`src/hw/rtl/mbe_pkg.sv`:
```
// ----------------------------------------------------------------------------
// mbe_pkg
// Shared types, register codes, reset values and elaboration helpers for the
// Mandelbrot escape-time counter.
// ----------------------------------------------------------------------------
package mbe_pkg;

  localparam int unsigned MAX_COLUMNS_DEF = 4096;
  localparam int unsigned MAX_ROWS_DEF    = 4096;
  localparam int unsigned MAX_ITER_DEF    = 64;
  localparam int unsigned FRAC_BITS_DEF   = 28;

  localparam int unsigned IDX_W     = 12;
  localparam int unsigned REG_W     = 32;
  localparam int unsigned LIMIT_W   = 7;
  localparam int unsigned COUNT_W   = 7;
  localparam int unsigned CFG_IDX_W = 3;

  typedef enum logic [CFG_IDX_W-1:0] {
    REG_ORIGIN_RE  = 3'd0,
    REG_ORIGIN_IM  = 3'd1,
    REG_STEP_RE    = 3'd2,
    REG_STEP_IM    = 3'd3,
    REG_ITER_LIMIT = 3'd4
  } cfg_reg_t;

  localparam logic [REG_W-1:0]   ORIGIN_RE_RST  = 32'hE000_0000;
  localparam logic [REG_W-1:0]   ORIGIN_IM_RST  = 32'hF000_0000;
  localparam logic [REG_W-1:0]   STEP_RE_RST    = 32'h0010_0000;
  localparam logic [REG_W-1:0]   STEP_IM_RST    = 32'h0008_0000;
  localparam logic [LIMIT_W-1:0] ITER_LIMIT_RST = 7'd10;

  typedef struct packed {
    logic [REG_W-1:0]   origin_re;
    logic [REG_W-1:0]   origin_im;
    logic [REG_W-1:0]   step_re;
    logic [REG_W-1:0]   step_im;
    logic [LIMIT_W-1:0] iter_limit;
  } cfg_t;

  // Control that travels with every pixel through the pipeline.
  typedef struct packed {
    logic valid;
    logic done;
  } ctl_t;

  // Number of conditional subtractions needed to bring a 12-bit index below m.
  function automatic int unsigned red_steps(int unsigned m);
    int unsigned n;
    n = 0;
    for (int unsigned j = 0; j < IDX_W; j++) begin
      if ((m << j) <= (2 ** IDX_W - 1)) begin
        n++;
      end
    end
    return n;
  endfunction

  function automatic int unsigned idx_width(int unsigned m);
    int unsigned w;
    w = $clog2(m);
    return (w < IDX_W) ? w : IDX_W;
  endfunction

endpackage

```
`src/hw/rtl/mbe_point.sv`:
```
// ----------------------------------------------------------------------------
// mbe_point
// Front end: wraps the pixel indices, forms c = origin + index * step and
// flags points that lie outside the radius-two square.
// ----------------------------------------------------------------------------
module mbe_point #(
  parameter int unsigned MAX_COLUMNS = mbe_pkg::MAX_COLUMNS_DEF,
  parameter int unsigned MAX_ROWS    = mbe_pkg::MAX_ROWS_DEF,
  parameter int unsigned FRAC_BITS   = mbe_pkg::FRAC_BITS_DEF
) (
  input  logic                                clk,
  input  logic                                rst_n,
  input  logic                                in_valid,
  input  logic [mbe_pkg::IDX_W-1:0]           in_column,
  input  logic [mbe_pkg::IDX_W-1:0]           in_row,
  input  mbe_pkg::cfg_t                       cfg,
  output mbe_pkg::ctl_t                       ctl,
  output logic signed [FRAC_BITS+2:0]         c_re,
  output logic signed [FRAC_BITS+2:0]         c_im
);

  localparam int unsigned IDX_W     = mbe_pkg::IDX_W;
  localparam int unsigned REG_W     = mbe_pkg::REG_W;
  localparam int unsigned C_W       = FRAC_BITS + 3;
  localparam int unsigned COL_STEPS = mbe_pkg::red_steps(MAX_COLUMNS);
  localparam int unsigned ROW_STEPS = mbe_pkg::red_steps(MAX_ROWS);
  localparam int unsigned RED_N     = (COL_STEPS > ROW_STEPS) ? COL_STEPS : ROW_STEPS;
  localparam int unsigned COL_W     = mbe_pkg::idx_width(MAX_COLUMNS);
  localparam int unsigned ROW_W     = mbe_pkg::idx_width(MAX_ROWS);
  localparam int unsigned PRE_W     = REG_W + COL_W + 1;
  localparam int unsigned PIM_W     = REG_W + ROW_W + 1;
  localparam int unsigned SRE_W     = PRE_W + 1;
  localparam int unsigned SIM_W     = PIM_W + 1;
  localparam logic signed [SRE_W-1:0] TWO_RE = SRE_W'(1) << (FRAC_BITS + 1);
  localparam logic signed [SIM_W-1:0] TWO_IM = SIM_W'(1) << (FRAC_BITS + 1);

  // Index wrap: one conditional subtraction of a shifted bound per stage.
  logic [IDX_W-1:0] col_red [0:RED_N];
  logic [IDX_W-1:0] row_red [0:RED_N];
  logic             vld_red [0:RED_N];

  assign col_red[0] = in_column;
  assign row_red[0] = in_row;
  assign vld_red[0] = in_valid;

  for (genvar s = 0; s < RED_N; s++) begin : g_red
    logic [IDX_W-1:0] col_r, col_nxt;
    logic [IDX_W-1:0] row_r, row_nxt;
    logic             vld_r;

    if (s < COL_STEPS) begin : g_col
      localparam logic [IDX_W-1:0] SUB = IDX_W'(MAX_COLUMNS << (COL_STEPS - 1 - s));
      assign col_nxt = (col_red[s] >= SUB) ? col_red[s] - SUB : col_red[s];
    end else begin : g_col_pass
      assign col_nxt = col_red[s];
    end

    if (s < ROW_STEPS) begin : g_row
      localparam logic [IDX_W-1:0] SUB = IDX_W'(MAX_ROWS << (ROW_STEPS - 1 - s));
      assign row_nxt = (row_red[s] >= SUB) ? row_red[s] - SUB : row_red[s];
    end else begin : g_row_pass
      assign row_nxt = row_red[s];
    end

    always_ff @(posedge clk) begin
      if (!rst_n) begin
        vld_r <= 1'b0;
      end else begin
        vld_r <= vld_red[s];
      end
    end

    always_ff @(posedge clk) begin
      col_r <= col_nxt;
      row_r <= row_nxt;
    end

    assign col_red[s+1] = col_r;
    assign row_red[s+1] = row_r;
    assign vld_red[s+1] = vld_r;
  end

  logic [COL_W-1:0] col_w;
  logic [ROW_W-1:0] row_w;

  assign col_w = col_red[RED_N][COL_W-1:0];
  assign row_w = row_red[RED_N][ROW_W-1:0];

  // Products of index and step.
  logic                    prod_vld_r;
  logic signed [PRE_W-1:0] prod_re_r, prod_re_nxt;
  logic signed [PIM_W-1:0] prod_im_r, prod_im_nxt;

  assign prod_re_nxt = PRE_W'($signed({1'b0, col_w})) * PRE_W'($signed(cfg.step_re));
  assign prod_im_nxt = PIM_W'($signed({1'b0, row_w})) * PIM_W'($signed(cfg.step_im));

  always_ff @(posedge clk) begin
    if (!rst_n) begin
      prod_vld_r <= 1'b0;
    end else begin
      prod_vld_r <= vld_red[RED_N];
    end
  end

  always_ff @(posedge clk) begin
    prod_re_r <= prod_re_nxt;
    prod_im_r <= prod_im_nxt;
  end

  // Add the origin, still at full width.
  logic                    sum_vld_r;
  logic signed [SRE_W-1:0] sum_re_r, sum_re_nxt;
  logic signed [SIM_W-1:0] sum_im_r, sum_im_nxt;

  assign sum_re_nxt = SRE_W'(prod_re_r) + SRE_W'($signed(cfg.origin_re));
  assign sum_im_nxt = SIM_W'(prod_im_r) + SIM_W'($signed(cfg.origin_im));

  always_ff @(posedge clk) begin
    if (!rst_n) begin
      sum_vld_r <= 1'b0;
    end else begin
      sum_vld_r <= prod_vld_r;
    end
  end

  always_ff @(posedge clk) begin
    sum_re_r <= sum_re_nxt;
    sum_im_r <= sum_im_nxt;
  end

  // A point beyond two in either axis escapes at the first test, so it is
  // marked finished here and c may then be narrowed without loss.
  mbe_pkg::ctl_t          ctl_r, ctl_nxt;
  logic signed [C_W-1:0]  c_re_r, c_im_r;

  always_comb begin
    ctl_nxt.valid = sum_vld_r;
    ctl_nxt.done  = (sum_re_r > TWO_RE) || (sum_re_r < -TWO_RE) ||
                    (sum_im_r > TWO_IM) || (sum_im_r < -TWO_IM);
  end

  always_ff @(posedge clk) begin
    if (!rst_n) begin
      ctl_r <= '0;
    end else begin
      ctl_r <= ctl_nxt;
    end
  end

  always_ff @(posedge clk) begin
    c_re_r <= sum_re_r[C_W-1:0];
    c_im_r <= sum_im_r[C_W-1:0];
  end

  assign ctl  = ctl_r;
  assign c_re = c_re_r;
  assign c_im = c_im_r;

endmodule

```
`config.mk`:
```
export PLATFORM = sky130hd
export DESIGN_NAME = mbe_point
export DESIGN_NICKNAME = d
export VERILOG_FILES = /design/src/hw/rtl/mbe_pkg.sv /design/src/hw/rtl/mbe_point.sv
export SDC_FILE = /design/constraint.sdc
export NUM_CORES = 2
export LEC_CHECK = 0
export BUFFER_PORTS_ARGS = -buffer_cell sky130_fd_sc_hd__buf_2
export CAP_MARGIN = 20
export CORE_ASPECT_RATIO = 1.25
export CORE_UTILIZATION = 33
export DETAILED_ROUTE_END_ITERATION = 10
export PLACE_DENSITY = 0.56
export SKIP_CTS_REPAIR_TIMING = 1
export SYNTH_ARGS = -nofsm -noshare
export SYNTH_HDL_FRONTEND = slang
export SYNTH_SLANG_ARGS = --single-unit
export TNS_END_PERCENT = 1
```
`constraint.sdc`:
```
create_clock -name clk -period 15.05 [get_ports clk]
set_input_delay 1.505 -clock clk [delete_from_list [all_inputs] [get_ports clk]]
set_output_delay 1.505 -clock clk [all_outputs]
set_load 0.005 [all_outputs]
```
# After elaboration in Yosys (flattened, before gate mapping)
# Index checks and enable logic that the tools add are counted.
# classes
add_sub_neg,2
n_mul,2
order_cmp,4
n_reduce_logical,3
# ops
operator,count
adder 45 x 32 -> 46 bit,2
"greater-than comparator 46 x 31 -> 1 bit, second input constant",2
"< comparator 46 x 30 -> 1 bit, second input constant",2
multiplier 13 x 32 -> 45 bit,2
logical OR 1 bit,3
# totals
ff_bits,248
inputBits,162

# Depth between registers and ports, before layout
# logic_depth
depth_word,4
mapped_depth,22
mapped_depth_nobuf,21

# Least setup slack after synthesis
# No wires, ideal clock.
# synth_timing
path_kind,input-to-reg
start,input cfg[55] in the netlist's numbering
end,register prod_re_r[38]
setup_time_ps,123
arrival_time_ps,6646
required_ps,14927
path_slack_ps,8281
stages,21
path_buffers,1
cell_sequence,clkbuf_1 and2_1 fa_1 inv_1 fa_1 inv_1 fa_1 fa_1 inv_1 fa_1 inv_1 ha_1 a21o_1 a21o_1 o21bai_1 a311o_1 o211a_1 a211o_1 a31oi_1 o21bai_1 xor2_1
# synth_via
elab_chain_cells,1
# synth_lines
element,line_no,source
start: declaration,mbe_point.sv:16,"input mbe_pkg::cfg_t cfg,"
multiplier 13 x 32 -> 45 bit,mbe_point.sv:94,"assign prod_re_nxt = PRE_W'($signed({1'b0, col_w})) * PRE_W'($signed(cfg.step_re));"
via prod_re_nxt[38],mbe_point.sv:91,"logic signed [PRE_W-1:0] prod_re_r, prod_re_nxt;"
end signal: assignment,mbe_point.sv:106,prod_re_r <= prod_re_nxt;
end: declaration,mbe_point.sv:91,
# The timed path passes the listed nets, and every way through them passes these cells.
# A chain may end at the register's enable or synchronous reset.

# Worst setup path after layout
# layout_timing
start,input in_column[7] in the netlist's numbering
end,register prod_re_r[44]
# layout_via
elab_chain_cells,1
# layout_lines
element,line_no,source
start: declaration,mbe_point.sv:14,"input logic [mbe_pkg::IDX_W-1:0] in_column,"
multiplier 13 x 32 -> 45 bit,mbe_point.sv:94,
via prod_re_nxt[44],mbe_point.sv:91,
# The timed path passes the listed nets, and every way through them passes these cells.

==> metrics.csv <==
metric,value,unit
outcome,finished clean,
Top delay family on crit path,adder cells,
Setup TNS,0,ps
f_max,140,MHz
TritonCTS Buffers,28,
die area,113000,um^2
Vias/cell,4.76,
GRT busiest layer,met2,
clock buffer depth,3,
# rows,136,
"Clk pin slew, worst setup/hold paths",70,ps
pre-CTS WS,7350,ps
"Warnings, synthesis",0,
final wirelength,92400,um
DRC,0,
HP Class,register to register,
Seq cells post-synth,248,
final period utilization,47.4,%
Final setup viols,0,
IO Port Bufs,218,
Worst Skew,23.3,ps
number of flops mapped to enable cells by yosys,0,
met2 usage,31.2,%
CTS Sinks,248,
final net count,5360,
"Arr. time, crit path",7630,ps
CP cell instances,buf_2 -> nand2_1 -> fa_1 -> inv_1 -> fa_1 -> fa_1 -> fa_1 -> inv_1 -> fa_1 -> inv_1 -> ha_1 -> a21o_1 -> a21o_1 -> o21bai_1 -> a311o_1 -> o211a_1 -> a211oi_2 -> o311ai_0 -> a21oi_1 -> xnor2_1,
post-route antenna net violation count,0,
maximum fanout along the worst path,32,
final slew viol count,0,
critical path data required time,15550,ps
critical path's slowest cell,buf_2,
Yosys top cell by area,fa_1,
fill count,11400,
cell area after synthesis,36800,um^2
routed via count,27100,
Die W,301,um
Crit path buffers/inverters,4,
synth-to-layout area growth,8.94,%
Setup CP Type,primary input to register,
Root Buffer,clkbuf_16,
number of global-route vias before repair,29300,
gr ovfl total,0,
Cell variety after synth,75,
Iteration-0 DRC Markers,1235,
Tot GR Track Use,16.9,%
Critical Path End Type,register,
Tmin final,7130,ps
ys flop type,dfxtp_1,
hpwl dp,77000,um
Synth top area share,36.8,%
met1 Track Usage GR,20.0,%
CTS H-Tree Depth,1,
Startpoint Class,primary input,
RSZ-0062 raised after global routing,false,
first-pass GRT wire length,153000,um
initial antenna violation count,21,
grt met3 use,2.80,%
I/O pin cnt,226,
most frequent cells in the layout,"inv_1, fa_1, nand2_1",
largest net degree at the start of global routing,33,
worst slew pin tran,839,ps
max cap viols,0,
"most common cell after layout, fill and taps aside",inv_1,
"top cells by area, synth","fa_1, dfxtp_1, ha_1",
hold slack,343,ps
"slowest stage delay, CP",630,ps
Die H,376,um
register area share after synthesis,13.5,%
TritonRoute pass-1 iters,5,
ys async rst share,0,%
total core area,110000,um^2
Mapped Cells,4142,
wire per inst,16.2,um
"Avg Cell Area, Syn",8.89,um^2
global placer's final weighted congestion,0.893,
syn_nets,5270,
Initial Util,33.4,%
Max-slew headroom,44.1,%
share of layout cells above drive strength 1,6.86,%
TritonCTS clock tree,yes,
final worst slack,7920,ps
Clock Latency Late Sink,570,ps
most frequent CP cell,fa_1,
"Hold Vio Cnt, Final",0,
## cell usage after synthesis, drive strengths merged (3+ instances only)
cell / count
or2: 6
o211ai: 9
a2111oi: 5
nand4: 28
a21o: 82
a21oi: 176
and2: 364
nor2b: 25
nor4: 23
a211oi: 18
o311ai: 4
or3: 5
o21bai: 33
xor2: 42
and3: 22
a41oi: 3
nand2b: 22
a221oi: 4
nand3b: 3
ha: 288
a41o: 3
o2111ai: 4
xnor2: 116
a31oi: 24
fa: 678
inv: 918
o21a: 17
and4: 10
o41ai: 3
or4: 4
nand2: 510
o31ai: 9
o31a: 3
o21ai: 84
a211o: 8
nor3: 27
nand3: 32
o211a: 3
dfxtp: 248
clkbuf: 157
a21boi: 8
a2111o: 4
nor2: 82
a311oi: 6
## per-layer routing
layer / part of all wire (%) / wire length (um) / vias up
li1: - / - / 12900
met1: 41 / 38100 / 13700
met2: 51 / 47100 / 475
met5: 0.21 / 195 / -
met3: 5.3 / 4870 / 134
met4: 2.2 / 2070 / 32
## cells by family after synthesis
family | after synthesis | share of synthesized area [%]
and+or+nand+nor | 1168 | 15.8
buffers and inverters | 1076 | 11.0
adders and majority gates | 966 | 46.6
AOI/OAI and AO/OA | 525 | 9.35
DFF | 248 | 13.5
xor gates and xnor gates | 158 | 3.78
muxes | 1 | 0.0272
## area by class of cell
cell class / count / area [um^2] / share of cell area, %
Antenna cell: 6 / 15.0 / 0.0374
Clock buffer: 37 / 805 / 2.00
Clock inverter: 15 / 165 / 0.412
Inverter: 918 / 3450 / 8.59
Multi-Input combinational cell: 2818 / 27800 / 69.4
Sequential cell: 248 / 4960 / 12.4
Tap cell: 1449 / 1810 / 4.52
Timing Repair Buffer: 218 / 1090 / 2.72
## path summary, 6_finish.rpt
check / start / to / slack, ps / cells after the start
max: in_column[7] / prod_re_r[44]$_DFF_P_ / 7920 / 20
min: sum_re_r[15]$_DFF_P_ / c_re[15]$_DFF_P_ / 340 / 0
max reg2reg: prod_im_r[0]$_DFF_P_ / sum_im_r[38]$_DFF_P_ / 11600 / 12
min reg2reg: sum_re_r[15]$_DFF_P_ / c_re[15]$_DFF_P_ / 340 / 0
## registers in the layout, indices dropped and copies added (netlist names)
| signal | count |
|---|---|
| prod_im_r | 45 |
| sum_re_r | 46 |
| c_re | 31 |
| prod_vld_r | 1 |
| c_im | 31 |
| ctl | 2 |
| sum_im_r | 46 |
| prod_re_r | 45 |
| sum_vld_r | 1 |
## per-stage QoR
step	cells	cell area, um^2	util, %
6_report	5709	40100	36.4
5_1_grt	5704	40100	36.4
4_1_cts	5703	40100	36.4
3_5_place_dp	5651	39100	35.5
3_3_place_gp	5651	39100	35.5
2_1_floorplan	4142	36800	-
Power is not shown: default switching activity piles up to over one toggle a cycle in this logic, so the estimate is an artifact.
