## src/hw/rtl/mbe_pkg.sv

```systemverilog
// ----------------------------------------------------------------------------
// mbe_pkg
// Shared types, register codes, reset values and elaboration helpers for the
// Mandelbrot escape-time counter.
// ----------------------------------------------------------------------------
package mbe_pkg;

  localparam int unsigned MAX_COLUMNS_DEF = 4096;
  localparam int unsigned MAX_ROWS_DEF    = 4096;
  localparam int unsigned MAX_ITER_DEF    = 64;
  localparam int unsigned FRAC_BITS_DEF   = 28;

  localparam int unsigned IDX_W     = 12;
  localparam int unsigned REG_W     = 32;
  localparam int unsigned LIMIT_W   = 7;
  localparam int unsigned COUNT_W   = 7;
  localparam int unsigned CFG_IDX_W = 3;

  typedef enum logic [CFG_IDX_W-1:0] {
    REG_ORIGIN_RE  = 3'd0,
    REG_ORIGIN_IM  = 3'd1,
    REG_STEP_RE    = 3'd2,
    REG_STEP_IM    = 3'd3,
    REG_ITER_LIMIT = 3'd4
  } cfg_reg_t;

  localparam logic [REG_W-1:0]   ORIGIN_RE_RST  = 32'hE000_0000;
  localparam logic [REG_W-1:0]   ORIGIN_IM_RST  = 32'hF000_0000;
  localparam logic [REG_W-1:0]   STEP_RE_RST    = 32'h0010_0000;
  localparam logic [REG_W-1:0]   STEP_IM_RST    = 32'h0008_0000;
  localparam logic [LIMIT_W-1:0] ITER_LIMIT_RST = 7'd10;

  typedef struct packed {
    logic [REG_W-1:0]   origin_re;
    logic [REG_W-1:0]   origin_im;
    logic [REG_W-1:0]   step_re;
    logic [REG_W-1:0]   step_im;
    logic [LIMIT_W-1:0] iter_limit;
  } cfg_t;

  // Control that travels with every pixel through the pipeline.
  typedef struct packed {
    logic valid;
    logic done;
  } ctl_t;

  // Number of conditional subtractions needed to bring a 12-bit index below m.
  function automatic int unsigned red_steps(int unsigned m);
    int unsigned n;
    n = 0;
    for (int unsigned j = 0; j < IDX_W; j++) begin
      if ((m << j) <= (2 ** IDX_W - 1)) begin
        n++;
      end
    end
    return n;
  endfunction

  function automatic int unsigned idx_width(int unsigned m);
    int unsigned w;
    w = $clog2(m);
    return (w < IDX_W) ? w : IDX_W;
  endfunction

endpackage

```

## src/hw/rtl/mbe_cfg_regs.sv

```systemverilog
// ----------------------------------------------------------------------------
// mbe_cfg_regs
// Configuration register file: origin, steps and iteration limit.
// ----------------------------------------------------------------------------
module mbe_cfg_regs (
  input  logic                            clk,
  input  logic                            rst_n,
  input  logic                            cfg_valid,
  output logic                            cfg_ready,
  input  logic [mbe_pkg::CFG_IDX_W-1:0]   cfg_index,
  input  logic [mbe_pkg::REG_W-1:0]       cfg_data,
  output mbe_pkg::cfg_t                   cfg
);

  mbe_pkg::cfg_t cfg_r;

  assign cfg_ready = 1'b1;
  assign cfg       = cfg_r;

  always_ff @(posedge clk) begin
    if (!rst_n) begin
      cfg_r.origin_re  <= mbe_pkg::ORIGIN_RE_RST;
      cfg_r.origin_im  <= mbe_pkg::ORIGIN_IM_RST;
      cfg_r.step_re    <= mbe_pkg::STEP_RE_RST;
      cfg_r.step_im    <= mbe_pkg::STEP_IM_RST;
      cfg_r.iter_limit <= mbe_pkg::ITER_LIMIT_RST;
    end else if (cfg_valid && cfg_ready) begin
      case (cfg_index)
        mbe_pkg::REG_ORIGIN_RE:  cfg_r.origin_re  <= cfg_data;
        mbe_pkg::REG_ORIGIN_IM:  cfg_r.origin_im  <= cfg_data;
        mbe_pkg::REG_STEP_RE:    cfg_r.step_re    <= cfg_data;
        mbe_pkg::REG_STEP_IM:    cfg_r.step_im    <= cfg_data;
        mbe_pkg::REG_ITER_LIMIT: cfg_r.iter_limit <= cfg_data[mbe_pkg::LIMIT_W-1:0];
        default: begin
        end
      endcase
    end
  end

endmodule

```

## config.mk

```make
export PLATFORM = sky130hd
export DESIGN_NAME = mbe_cfg_regs
export DESIGN_NICKNAME = d
export VERILOG_FILES = /design/src/hw/rtl/mbe_pkg.sv /design/src/hw/rtl/mbe_cfg_regs.sv
export SDC_FILE = /design/constraint.sdc
export NUM_CORES = 1
export LEC_CHECK = 0
export ABC_AREA = 1
export BUFFER_PORTS_ARGS = -buffer_cell sky130_fd_sc_hd__buf_2
export CORE_MARGIN = 3
export CORE_UTILIZATION = 45
export CTS_BUF_LIST = sky130_fd_sc_hd__clkbuf_8
export DETAILED_ROUTE_END_ITERATION = 8
export PLACE_DENSITY = 0.76
export SLEW_MARGIN = 20
export SYNTH_ARGS = -nofsm -noshare
export SYNTH_HDL_FRONTEND = slang
export SYNTH_SLANG_ARGS = --single-unit
```

## constraint.sdc

```tcl
create_clock -name clk -period 1.3 [get_ports clk]
set_clock_uncertainty 0.15 [all_clocks]
set_input_delay 0.26 -clock clk [delete_from_list [all_inputs] [get_ports clk]]
set_output_delay 0.26 -clock clk [all_outputs]
set_load 0.05 [all_outputs]
```

Word level (Yosys, flattened, before mapping)
Cells that the tools add are included.
- eq/ne operators: 4
- reductions and logical operators: 6
- operators with widths (cell ; number):
    $reduce_and A2 Y1 ; 5
    $eq A3 B2 Y1 const B ; 2
    $eq A3 B1 Y1 const B ; 1
    $eq A3 B3 Y1 const B ; 1
    $logic_not A3 Y1 ; 1
- flip-flop bits (word level): 135
- bits of input ports: 38
- output and inout bits: 136
- logic and storage cells: 15

Depth between registers and ports, before layout
Gate-level depths: netlist (run 1).
- word-level depth: 2
- mapped depth: 7
- mapped depth without buffers: 5

Least setup slack after synthesis (run 1)
Ideal clock, no wire load.
- kind: input-to-reg
- from: input cfg_index[2] in the netlist's numbering
- to: register cfg_r (netlist bit cfg[50])
- setup time: 64 ps
- arrival: 1024 ps
- required time: 1086 ps
- path slack: 62 ps
- stages on the path: 6
- buffers on the path: 1
- path through: inv_1 nand2_1 nor2_4 buf_4 nor2_1 nor2_1
- cells in the longest elaborated chain, start to end: 2
- ends and longest elaborated chain (element ; RTL line ; source):
    start, declared ; mbe_cfg_regs.sv:10 ; input logic [mbe_pkg::CFG_IDX_W-1:0] cfg_index,
    $eq A3 B2 Y1 ; mbe_cfg_regs.sv:28 ; case (cfg_index)
    $reduce_and A2 Y1 (no source line) ; - ;
    end, declared ; mbe_cfg_regs.sv:15 ; mbe_pkg::cfg_t cfg_r;
Every way passes these cells.
A chain may end at the register's enable or synchronous reset.

Worst setup path after layout (run 1)
- from: register cfg_r (netlist bit cfg[104])
- to: output cfg[104] in the netlist's numbering
- RTL lines (element ; RTL line ; source):
    end, declared ; mbe_cfg_regs.sv:12 ; output mbe_pkg::cfg_t cfg
No word-level cell between the ends.

==> results.md, run 1 <==
- The cell at the root of the clock tree is sky130_fd_sc_hd__clkbuf_8.
- The fraction of final layout cells sized beyond drive strength 1 is 0.394.
- The tightest min-delay check is of the input port to flop type.
- TritonCTS built the clock tree.
- After detailed routing, no signal wire sits above met4.
- The routed via count divided by cell count is 5.24.
- The number of I/O pins is 174.
- STA classifies the critical path endpoint as a primary output.
- The post-synthesis net count is 813.
- Detailed routing placed a total of 1470 µm of wire on met3.
- The routed design could run at a clock period as short as 1.37 ns.
- Synthesis instantiated 14 different standard cells from the library.
- After detailed routing, the total wire length is 18900 µm.
- The critical path goes through buf_8.
- The multi-input gate area in the final layout is 2290 µm².
- The count of nets left with antenna violations after detail routing is 0.
- The area growth from synthesis to layout is 60.5%.
- The die area is 13400 µm².
- Hold is met by 0.0582 ns.
- The antenna diode count is 0.
- The weighted congestion at the end of routability-driven global placement is 0.850.
- The max-cap check violation count is 0.
- The via count of the first global-routing pass is 5699.
- The final count of negative-setup-slack endpoints is 136.
- The power per cell area is 1090 nW/µm².
- For this design, the slowest cell found on the critical path is sky130_fd_sc_hd__dfxtp_2.
- The cell type contributing the most total cell area after synthesis is sky130_fd_sc_hd__dfxtp_1.
- The largest driver fanout on the critical path is 2.
- Sorting the synthesized cells by area gives the leading types as sky130_fd_sc_hd__dfxtp_1, sky130_fd_sc_hd__nor2_1, sky130_fd_sc_hd__nand3_1, sky130_fd_sc_hd__nand2_1, sky130_fd_sc_hd__inv_1.
- Dividing the final minimum period by the clock period gives 1.05.
- For this configuration, the core starts out at a cell density of 0.466.
- The core region is 11600 µm².
- STA puts the critical path data required time at 0.89 ns.
- The length of the first detailed-routing pass in iterations is 5.
- The fraction of synthesized cell area taken by the top area cell type is 0.499.
- The final number of hold-violating endpoints is 0.
- The wire length per cell after detailed routing is 16.9 µm.
- The checks that failed: negative setup slack.
- The number of antenna violations at the first check in global routing was 0.
- The nature of the critical path startpoint is a flop.
- The total negative setup slack is -5.88 ns.
- The overall die height is 116 µm.
- After the last flow step, the layout net total stands at 1007.
- The detailed placer's ending HPWL is 10700 µm.
- The max-slew violation total from the final report is 0.
- Synthesis produced a netlist whose cell count is 775.
- The count of input and output buffers is 172.
- The clock net in this run drives a total of 135 sinks.
- In the routed design, unresolved DRC markers number 0.
- The sequential cells in the finished layout cover a total of 2880 µm².
- The first routing iteration left 466 violations.
- In this run the cell area of the synthesized design comes to 5420 µm².
- Derived from the worst setup path, the maximum achievable clock frequency is 730 MHz.
- The dominant delay contributor by cell family on the critical path is flip-flops.
- The signal arrival time at the worst endpoint is 0.96 ns.
- The number of buffers inserted during clock tree synthesis is 17.
- In the detailed route, the total length drawn on met2 is 9690 µm.
- The first global-routing pass estimated 28300 µm of wire.
- The clock network latency to the later pin of the worst-skew pair is 0.43 ns.
- The initialized floorplan defines 39 standard-cell rows.
- By startpoint and endpoint, the worst setup path is classified as flop to primary output.
- In the final routing, the length of wire on met1 measures 7120 µm.
- During synthesis, Yosys emitted a total of 0 warnings.
- Counting flops and latches in the post-synthesis netlist gives 135.
- Global routing finished with a remaining overflow of 0.
- On the worst path, the slowest cell contributes a delay of 0.37 ns.
- The overall track demand over capacity in global routing is 0.272.
- From left edge to right edge, the die measures 116 µm.
- The synthesized area per cell is 6.99 µm².
- The flip-flop count of the largest register after layout is 135.
- The total via count in the routed design is 5879.
- The leakage dissipation is 3.98 nW.
- The number of buffers and inverters on the critical path is 1.
- The total number of H-tree levels is 4.
- The filler cell count is 803.
- The portion of the post-synthesis area used by sequential elements is 0.499.
- The largest net degree at the start of global routing is 52.
- The clock transition time at the flip-flop clock pins of the worst setup and hold paths is 0.07 ns.
- The worst-case IR drop observed on VDD is 0.684 mV.
- Setup repair after global routing could not meet its margin everywhere.
- The flow ran to the end, but the final reports show violations.
- Once layout is complete, the utilization of the core stands at 0.749.
- The maximum number of buffers from clock root to sink is 2.
- After layout, the worst setup slack is -0.0705 ns.
[cell usage after synthesis]
master,instances
sky130_fd_sc_hd__buf_1,11
sky130_fd_sc_hd__buf_2,23
sky130_fd_sc_hd__buf_4,10
sky130_fd_sc_hd__buf_6,5
sky130_fd_sc_hd__clkbuf_1,4
sky130_fd_sc_hd__conb_1,1
sky130_fd_sc_hd__dfxtp_1,135
sky130_fd_sc_hd__inv_1,38
sky130_fd_sc_hd__nand2_1,155
sky130_fd_sc_hd__nand3_1,135
sky130_fd_sc_hd__nor2_1,250
sky130_fd_sc_hd__nor2_2,3
sky130_fd_sc_hd__nor2_4,4
sky130_fd_sc_hd__o21ai_0,1
[stage by stage]
stage,power [mW],area (µm²),std cells,setup slack (ns)
after floorplan,5.50,5420,775,0.0618
after global placement,5.97,6720,1078,-0.0896
after detailed placement,5.99,6720,1078,-0.108
after CTS,9.38,8480,1119,-0.0883
after global routing,9.80,8700,1123,-0.116
final,9.45,8700,1123,-0.0705
[where the power goes]
group / leakage, nW / switching [mW] / internal [mW] / total (mW)
logic: 2.63 / 1.15 / 0.743 / 1.89
clock network: 0.202 / 1.52 / 1.59 / 3.11
registers: 1.15 / 0.145 / 4.31 / 4.45
total: 3.98 / 2.81 / 6.64 / 9.45
[worst register-to-register path: stages (launching register included)]
cell	delay, ns
sky130_fd_sc_hd__dfxtp_2	0.34
sky130_fd_sc_hd__buf_4	0.13
sky130_fd_sc_hd__nor2_1	0.10
sky130_fd_sc_hd__nor2_1	0.06
[final timing paths]
kind | from | endpoint | slack (ns) | cells after the start
max | cfg[104]$_SDFFE_PN0P_ | cfg[104] | -0.07 | 1
max reg2reg | cfg[70]$_SDFFE_PN0P_ | cfg[70]$_SDFFE_PN0P_ | 0.42 | 3
min | cfg_data[11] | cfg[114]$_SDFFE_PN0P_ | 0.06 | 5
min reg2reg | cfg[120]$_SDFFE_PN0P_ | cfg[120]$_SDFFE_PN0P_ | 0.34 | 2
[routing by layer]
layer	global-route usage	up-vias
li1	-	2780
met4	0.147	0
met3	0.0809	54
met2	0.459	301
met1	0.310	2744
met5	0	-
[kinds of logic after synthesis]
| family | synth area share |
|---|---|
| and+or+nand+nor | 0.417 |
| DFF | 0.499 |
| buffers and inverters | 0.0822 |
| AOI/OAI and AO/OA | 0.000923 |
| other | 0.000692 |
[repair_timing]
action                                  in CTS  in global routing
endpoints found under the hold margin       20                  0
gates resized for setup                    485                 50
buffers inserted                             2                  4
hold buffers                                 9                  0
endpoints found under the setup margin     135                135
[final cells by class]
class,count,area share
clock buffer,20,0.0317
clock inverter,10,0.00777
sequential,135,0.331
multi-input combinational,549,0.263
tap,143,0.0206
inverter,38,0.0164
timing repair buffer,228,0.330
[placed cells by master, fill, tap and decap left out, drive strengths merged]
cell type and instances:
buf 219, bufinv 1, clkbuf 20, clkinv 3, conb 1, dfxtp 135, dlygate4sd3 9, inv 44
nand2 155, nand3 135, nor2 257, o21ai 1
No activity file was read; power rests on OpenSTA's default activity.
==> run 2: changes to the inputs <==
--- a/config.mk
+++ b/config.mk
@@ -8,10 +8,10 @@
 export ABC_AREA = 1
 export BUFFER_PORTS_ARGS = -buffer_cell sky130_fd_sc_hd__buf_2
 export CORE_MARGIN = 3
-export CORE_UTILIZATION = 45
+export CORE_UTILIZATION = 50
 export CTS_BUF_LIST = sky130_fd_sc_hd__clkbuf_8
 export DETAILED_ROUTE_END_ITERATION = 8
-export PLACE_DENSITY = 0.76
+export PLACE_DENSITY = 0.85
 export SLEW_MARGIN = 20
 export SYNTH_ARGS = -nofsm -noshare
 export SYNTH_HDL_FRONTEND = slang
==> run 2 against run 1 <==
  * The flow still finishes with violations (negative setup slack)
  * Sequential power hardly changed
  * First-iteration DRC count up 7.9%
  * Flip-flop and latch count stayed put
  * Maximum frequency is 0.58% lower
  * Wire length rose by 7.1%
  * Worst setup slack got worse by 0.0079 ns
  * Critical path depth unchanged
  * Register-to-register slack got worse by 0.13 ns
  * Non-clock buffer count up 5
  * Clock-buffer cell count increased by 1
  * Utilization increased by 10 points
==> results.md, run 2 (synthesis gave the netlist of run 1 again) <==
- The run finished, with violations left.
- The final reports fail on negative setup slack.
- The clock network latency to the later pin of the worst-skew pair is 0.43 ns (about the same).
- The detailed placer's ending HPWL came to 10700 µm (-0.27%).
- The count of nets left with antenna violations after detail routing is 0 (unchanged).
- The highest clock frequency the design can meet was 725 MHz (-0.58%).
- The layout overhead on the synthesized area is 63.2%.
- The max-slew violation total from the final report is 0 (unchanged).
- The number of nets in the layout is 1012 (+0.50%).
- The core occupancy in the finished layout came to 0.849 (+0.100).
- The final number of hold-violating endpoints is 0 (unchanged).
- The initial standard-cell utilization of the core is 0.520 (+0.0536).
- The worst-case reg-to-reg path depth is 3 (unchanged).
- The power per cell area is 1170 nW/µm² (+7.7%).
- The critical register-to-register path startpoint is cfg[22]$_SDFFE_PN0P_.
- The filler cell count was 534 (-33%).
- The total number of H-tree levels is 4 (unchanged).
- The wire length per cell after detailed routing is 18.1 µm (+7.2%).
- The cell count along the critical path is 1 (unchanged).
- The hold path startpoint is cfg_data[14].
- The area of all placed cells without fillers is 8840 µm² (+1.7%).
- The dominant delay contributor by cell family on the critical path is flip-flops.
- The antenna diode count came to 0 (unchanged).
- Walking the worst path, the cells encountered are buf_12.
- The clock transition time at the flip-flop clock pins of the worst setup and hold paths is 0.08 ns (about the same).
- Setup repair after global routing could not meet its margin everywhere.
- The overall die height is 110 µm (-4.9%).
- The launch point of the worst path is cfg[25]$_SDFFE_PN0P_.
- The flip-flop count of the largest register after layout came to 135 (unchanged).
- The count of unresolved DRC violations after routing is 0 (unchanged).
- The number of buffers inserted during clock tree synthesis is 17 (unchanged).
- The minimum period implied by the final worst setup slack is 1.38 ns (+0.00794 ns).
- The area of the placeable core was 10400 µm² (-10%).
- The slowest library cell on the worst path is sky130_fd_sc_hd__dfxtp_4.
- The CTS tree is built.
- The worst-case vdd ir drop is 0.882 mV (+29%).
- The library cell used most frequently in the layout, excluding fill and tap cells, is sky130_fd_sc_hd__nor2_1.
- The weighted congestion at the end of routability-driven global placement is 0.836 (-1.8%).
- The number of buffers and inverters on the critical path is 1 (unchanged).
- The signal arrival time at the worst endpoint is 0.97 ns (about the same).
- The share of the clock period used by the worst path is 1.06 (+0.00611).
- The number of antenna violations at the first check in global routing is 0 (unchanged).
- The maximum number of buffers from clock root to sink came to 2 (unchanged).
- The die area is 12100 µm² (-9.5%).
- The power after layout is 10.4 mW (+9.5%).
- The total via count in the routed design is 6087 (+3.5%).
- STA classifies the critical path endpoint as a primary output.
- The die width is 110 µm (-4.9%).
- The via count of the first global-routing pass is 5978 (+4.9%).
- The routed via count divided by cell count was 5.43 (+3.6%).
- The number of stages on the worst hold path is 5 (unchanged).
- The number of I/O pins was 174 (unchanged).
- The first-pass GRT wire length is 29500 µm (+4.0%).
- The largest net degree at the start of global routing came to 55 (+5.8%).
- The placement row count is 37 (-5.1%).
- The final wirelength is 20300 µm (+7.1%).
- The largest driver fanout on the critical path came to 2 (unchanged).
- The count of input and output buffers came to 172 (unchanged).
- The peak per-stage delay on the critical path is 0.40 ns (+0.03 ns).
- The worst setup path is launched from a flop.
- The fraction of final layout cells sized beyond drive strength 1 is 0.404 (+0.00977).
- The setup slack on the worst flop-to-flop path was 0.29 ns (-0.13 ns).
- The clock sink count was 135 (unchanged).
- The critical path in this run is classified as flop to primary output.
- The cell at the root of the clock tree is sky130_fd_sc_hd__clkbuf_8.
- The multi-input gate area in the final layout was 2280 µm² (-0.22%).
- The data required time of the worst path is 0.89 ns (about the same).
- The total area of sequential cells was 2880 µm² (+0.17%).
- The leakage dissipation is 4.04 nW (+1.4%).
- The overall track demand over capacity in global routing was 0.314 (+0.0416).
- The length of the first detailed-routing pass in iterations is 5 (unchanged).
- The total placed instance area came to 6630 µm² (-1.3%).
- The final worst setup slack is -0.0785 ns (-0.00794 ns).
- The number of DRC violations after detailed-routing iteration 0 was 503 (+7.9%).
- The sum of overflow across all layers after global routing is 0 (unchanged).
- The path class of the lowest-slack min-delay path is input port to flop.
- The top cell types in the final layout, fill and taps aside, are sky130_fd_sc_hd__nor2_1, sky130_fd_sc_hd__nand2_1, sky130_fd_sc_hd__nand3_1.
- The final count of negative-setup-slack endpoints is 139 (+2.2%).
- The post-placement setup slack is -0.194 ns (-0.0862 ns).
- The max-cap check violation count is 0 (unchanged).
- The worst hold margin is 0.0577 ns (-0.000430 ns).
-- run 2: cell type report --
class / instances / share of cell area
Sequential cell: 135 / 0.326
Timing Repair Buffer: 233 / 0.329
Tap cell: 136 / 0.0192
Multi-Input combinational cell: 549 / 0.258
Clock buffer: 21 / 0.0327
Clock inverter: 10 / 0.0190
Inverter: 38 / 0.0161
-- run 2: final timing paths --
path	to
max reg2reg	cfg[22]$_SDFFE_PN0P_
min reg2reg	cfg[99]$_SDFFE_PN1P_
max	cfg[25]
min	cfg[117]$_SDFFE_PN0P_
-- run 2: layer usage --
layer,wire [µm],GRT usage
met1,7140,0.335
met2,10200,0.538
met3,1860,0.107
met4,1070,0.182
met5,0,0
-- run 2: through the flow --
step	std cells	setup TNS, ns
after CTS	1109	-7.25
after global routing	1122	-10.73
after detailed placement	1066	-9.33
final	1122	-5.45
after floorplan	775	0
after global placement	1066	-5.34
-- run 2: timing repair --
item | CTS | global route
buffers inserted | 3 | 12
gates cloned | 0 | 1
hold endpoints to repair | 17 | 0
endpoints found under the setup margin | 135 | 165
hold buffers | 9 | 0
gates resized for setup | 494 | 48
-- run 2: report_power, final --
part	internal (mW)	leakage, nW	switching (mW)	total [mW]
clock network	2.30	0.228	1.67	3.98
registers	4.30	1.15	0.146	4.45
logic	0.747	2.66	1.18	1.93
total	7.35	4.04	3.00	10.4
